**src/hw/rtl/refcounted_page_allocator_assert.svh**
```systemverilog
// Assertion helpers for the page allocator, clocked on clk with rst_n as
// the disable condition.
`ifndef REFCOUNTED_PAGE_ALLOCATOR_ASSERT_SVH
`define REFCOUNTED_PAGE_ALLOCATOR_ASSERT_SVH

// Same-cycle implication.
`define RPA_ASSERT_NOW(label, ante, cons) \
    label: assert property (@(posedge clk) disable iff (!rst_n) (ante) |-> (cons)) \
        else $error("allocator check failed");

// Next-cycle implication.
`define RPA_ASSERT_NEXT(label, ante, cons) \
    label: assert property (@(posedge clk) disable iff (!rst_n) (ante) |=> (cons)) \
        else $error("allocator check failed");

`endif

```
**src/hw/rtl/rpa_pkg.sv**
```systemverilog
`timescale 1ns / 1ps

package rpa_pkg;

    localparam int NUM_PAGES_DEF = 32768;
    localparam int REF_WIDTH_DEF = 16;

    localparam int PAGE_SHIFT = 12;
    localparam int ADDR_W     = 32;
    localparam int PN_W       = ADDR_W - PAGE_SHIFT;
    localparam int FP_W       = 15;
    localparam int AADDR_W    = 27;
    localparam int REFO_W     = 16;
    localparam int STATUS_W   = 3;

    typedef enum logic [1:0] {
        OP_ALLOC = 2'd0,
        OP_FREE  = 2'd1,
        OP_CLONE = 2'd2,
        OP_INIT  = 2'd3
    } op_t;

    typedef enum logic [2:0] {
        ST_OK            = 3'd0,
        ST_BAD_ADDR      = 3'd1,
        ST_FREE_UNALLOC  = 3'd2,
        ST_CLONE_UNALLOC = 3'd3,
        ST_OOM           = 3'd4,
        ST_OVERFLOW      = 3'd5
    } status_t;

    typedef enum logic [1:0] {
        S_IDLE,
        S_EXEC,
        S_INIT
    } state_t;

    // Commands from the controller to the datapath
    typedef struct packed {
        logic capture;
        logic exec;
        logic init_step;
        logic load_out;
    } cmd_t;

    // Status from the datapath to the controller
    typedef struct packed {
        op_t  op;
        logic init_empty;
        logic init_last;
    } sts_t;

endpackage

```
**src/hw/rtl/rpa_ctrl.sv**
```systemverilog
`timescale 1ns / 1ps

module rpa_ctrl
(
    input  logic          clk,
    input  logic          rst_n,
    input  logic          req_valid,
    output logic          req_ready,
    output logic          rsp_valid,
    input  logic          rsp_ready,
    input  rpa_pkg::sts_t sts,
    output rpa_pkg::cmd_t cmd
);

    rpa_pkg::state_t state_reg;
    rpa_pkg::state_t state_next;
    logic            out_valid_reg;
    logic            out_valid_next;
    logic            slot_free;

    always_ff @(posedge clk or negedge rst_n)
    begin
        if (!rst_n)
        begin
            state_reg     <= rpa_pkg::S_IDLE;
            out_valid_reg <= 1'b0;
        end
        else
        begin
            state_reg     <= state_next;
            out_valid_reg <= out_valid_next;
        end
    end

    always_comb
    begin
        cmd        = '0;
        state_next = state_reg;
        req_ready  = 1'b0;
        slot_free  = !out_valid_reg || rsp_ready;
        case (state_reg)
            rpa_pkg::S_IDLE:
            begin
                req_ready = 1'b1;
                if (req_valid)
                begin
                    cmd.capture = 1'b1;
                    state_next  = rpa_pkg::S_EXEC;
                end
            end
            rpa_pkg::S_EXEC:
            begin
                // hold until the result register can take the item
                if (slot_free)
                begin
                    cmd.exec = 1'b1;
                    if (sts.op == rpa_pkg::OP_INIT && !sts.init_empty)
                    begin
                        state_next = rpa_pkg::S_INIT;
                    end
                    else
                    begin
                        cmd.load_out = 1'b1;
                        state_next   = rpa_pkg::S_IDLE;
                    end
                end
            end
            rpa_pkg::S_INIT:
            begin
                if (!sts.init_last || slot_free)
                begin
                    cmd.init_step = 1'b1;
                    if (sts.init_last)
                    begin
                        cmd.load_out = 1'b1;
                        state_next   = rpa_pkg::S_IDLE;
                    end
                end
            end
            default:
            begin
                state_next = rpa_pkg::S_IDLE;
            end
        endcase

        if (cmd.load_out)
            out_valid_next = 1'b1;
        else if (rsp_ready)
            out_valid_next = 1'b0;
        else
            out_valid_next = out_valid_reg;
    end

    assign rsp_valid = out_valid_reg;

endmodule

```
**config.mk**
```make
export PLATFORM = sky130hd
export DESIGN_NAME = rpa_ctrl
export DESIGN_NICKNAME = d
export VERILOG_FILES = /design/src/hw/rtl/refcounted_page_allocator_assert.svh /design/src/hw/rtl/rpa_pkg.sv /design/src/hw/rtl/rpa_ctrl.sv
export SDC_FILE = /design/constraint.sdc
export NUM_CORES = 1
export LEC_CHECK = 0
export ABC_CLOCK_PERIOD_IN_PS = 1500
export BUFFER_PORTS_ARGS = -buffer_cell sky130_fd_sc_hd__buf_4
export CAP_MARGIN = 20
export CELL_PAD_IN_SITES_DETAIL_PLACEMENT = 2
export CELL_PAD_IN_SITES_GLOBAL_PLACEMENT = 2
export CORE_MARGIN = 4
export CORE_UTILIZATION = 19
export DETAILED_ROUTE_END_ITERATION = 6
export HOLD_SLACK_MARGIN = 0.1
export PLACE_DENSITY = 0.67
export SETUP_SLACK_MARGIN = 0.15
export SLEW_MARGIN = 20
export SYNTH_ARGS = -nofsm -noshare
export SYNTH_HDL_FRONTEND = slang
export SYNTH_SLANG_ARGS = --single-unit
```
**constraint.sdc**
```tcl
create_clock -name clk -period 1.5 [get_ports clk]
set_input_delay 0.45 -clock clk [delete_from_list [all_inputs] [get_ports clk]]
set_output_delay 0.45 -clock clk [all_outputs]
set_load 0.02 [all_outputs]
```
==> impl_metrics.json <==
{
  "p_switching_uw": 451,
  "worst-slew-pin-transition_ns": 0.266,
  "fp.dieW_microns": 44.6,
  "fmax_mhz": 547,
  "r2r_start": "state_reg[1]",
  "post-route-util_pct": 51.9,
  "violations": "negative setup slack",
  "clock_skew_ns": 0.00834,
  "synthCells": 26,
  "fillers": 126,
  "p_per_area_mw_per_mm2": 1970,
  "cp-end-kind": "output pin",
  "cts_root_buf": "clkbuf_4",
  "fin_tns_setup_ns": -1.49,
  "dr.pass1.iters": 4,
  "peakVddDrop_v": 0.000789,
  "dp_cells": 60,
  "p_comb_share_pct": 74.7,
  "syn-num-nets": 38,
  "ys_types": 17,
  "required_ns": 1.05,
  "drc": 0,
  "nets": 72,
  "antenna_found_initial": 0,
  "yosysSeqAreaShare_pct": 29.6,
  "cts.clk_slew.worst_paths_ns": 0.04,
  "cts_sinks": 3,
  "seq_power_share_pct": 13.2,
  "critPathLaunch": "state_reg[0]",
  "rsz0062_at_grt": "yes",
  "min_path_type": "in -> reg",
  "syn_avg_cell_area_sq_um": 9.77,
  "maxCapViolations": 0,
  "cp.arrival_ns": 1.38,
  "gp_congestion": 0.742,
  "final_cells": 73,
  "synth_edf_count": 0,
  "hold_viol_final": 0,
  "n_antenna_cell": 0,
  "ys.flop_type": "dfrtp_1",
  "worst_slack_ns": -0.328,
  "layout-area-overhead-vs-synth_pct": 142,
  "numCtsBuffers": 3,
  "clk_latency_ns": 0.24,
  "crit_type": "reg -> out",
  "seqCellArea_sq_um": 77.6,
  "final_common_cell": "buf_4",
  "grt_usage_pct": 12.2,
  "start_util_pct": 21.4,
  "vias": 322,
  "leakage_uw": 0.000301,
  "die_area_sq_mm": 0.00199,
  "synth-async-reset-ratio_pct": 100,
  "dpl_cell_area_sq_um": 440,
  "ant_nets": 0,
  "num_rows": 12,
  "setup_viol": 7,
  "final.min_clock_period_ns": 1.83,
  "start_kind": "flop",
  "dp_hpwl_microns": 727,
  "internal_power_uw": 761,
  "p_sw_share_pct": 37.2,
  "post-route-period-util_pct": 122,
  "yosys_warnings": 0,
  "drv_slew": 0,
  "cts_tree": "done",
  "post_drt_wl_per_cell_microns": 14.9,
  "core-area_sq_mm": 0.00119,
  "drt-initial-drc-count": 3,
  "final_cell_area_sq_um": 616,
  "multiInputGateArea_sq_um": 215,
  "io_pins": 14,
  "clock_power_share_pct": 12.2,
  "slew_headroom_pct": 82.3,
  "gr-total-overflow": 0,
  "ys_ff_latch": 3,
  "via_per_inst": 4.41,
  "rrSetupSlack_ns": -0.19,
  "grt_pass1_wl_mm": 1.65,
  "cts_max_path_buffers": 2,
  "worst_hold_slack_ns": 0.512,
  "hp-start": "rsp_ready",
  "status": "finished with violations",
  "portBuffers": 13,
  "totalWireLength_mm": 1.09,
  "die_y_microns": 44.6,
  "path_max_fanout": 3,
  "final_cell_mix": "buf_4 (19), buf_6 (10), ha_4 (3), clkbuf_4 (3)",
  "netlist_area_sq_um": 254,
  "grt_pass1_vias": 352,
  "drive_gt1_share_pct": 79.7,
  "largest_reg_flops": 2,
  "htreeDepth": 1,
  "grt_max_degree": 4
}
## through the flow
step	power [uW]	setup slack, ns
final	1210	-0.328
after global routing	1310	-0.413
after CTS	1160	-0.366
after detailed placement	754	-0.168
after global placement	718	-0.114
after floorplan	482	-0.0317
## synth_stat cells, types with 3 or more instances
| library cell | number | area [sq um] |
|---|---|---|
| nand2_1 | 3 | 11.3 |
| inv_1 | 3 | 11.3 |
| ha_1 | 4 | 50.1 |
| dfrtp_1 | 3 | 75.1 |
## worst paths after layout
check	end	cells after the start
max	cmd[0]	6
min	rsp_valid	3
max reg2reg	state_reg[0]	6
min reg2reg	state_reg[0]	1
max in group asynchronous	state_reg[0]	2
min in group asynchronous	rsp_valid	2
## timing repair
action                     CTS  global route
hold buffers                 1             0
gates resized for setup     16             4
buffers inserted             6             2
pin swaps                    5             3
hold endpoints to repair     3             0
setup endpoints to repair    7             7
## worst max-delay path, cell delays in order, from the launching register on
cell     delay [ns]
dfrtp_2        0.41
inv_4          0.07
ha_4           0.16
a22o_1         0.23
nand2_2        0.09
nor2_4         0.04
buf_6          0.14
## final cells by class
class	instances	area share, %
sequential	3	12.6
tap	14	2.85
multi-input combinational	19	35.0
inverter	3	2.24
clock buffer	4	4.27
timing repair buffer	30	43.1
## metal layers
| metal | GRT usage [%] | up-vias | wire length (microns) |
|---|---|---|---|
| met5 | 0 | - | 0 |
| met4 | 3.61 | 0 | 0 |
| met3 | 7.32 | 0 | 72 |
| met2 | 20.3 | 9 | 617 |
| met1 | 12.7 | 161 | 399 |
| li1 | - | 152 | - |
## kinds of logic (layout without fill, tap and decap cells)
kind of cell	Yosys count	in the layout	synth area share (%)
AOI/OAI and AO/OA	3	3	10.3
adders and majority gates	4	4	19.7
buffers and inverters	4	37	7.39
DFF	3	3	29.6
muxes	2	2	8.37
and+or+nand+nor	10	10	24.6
## power by group through the flow
stage / clock network, uW / registers, uW / logic (uW)
after CTS: 146 / 152 / 858
final: 148 / 160 / 905
after global placement: 0 / 139 / 579
after global routing: 174 / 165 / 972
after detailed placement: 0 / 145 / 610
after floorplan: 0 / 152 / 330
Power figures use the tool's default switching activity.
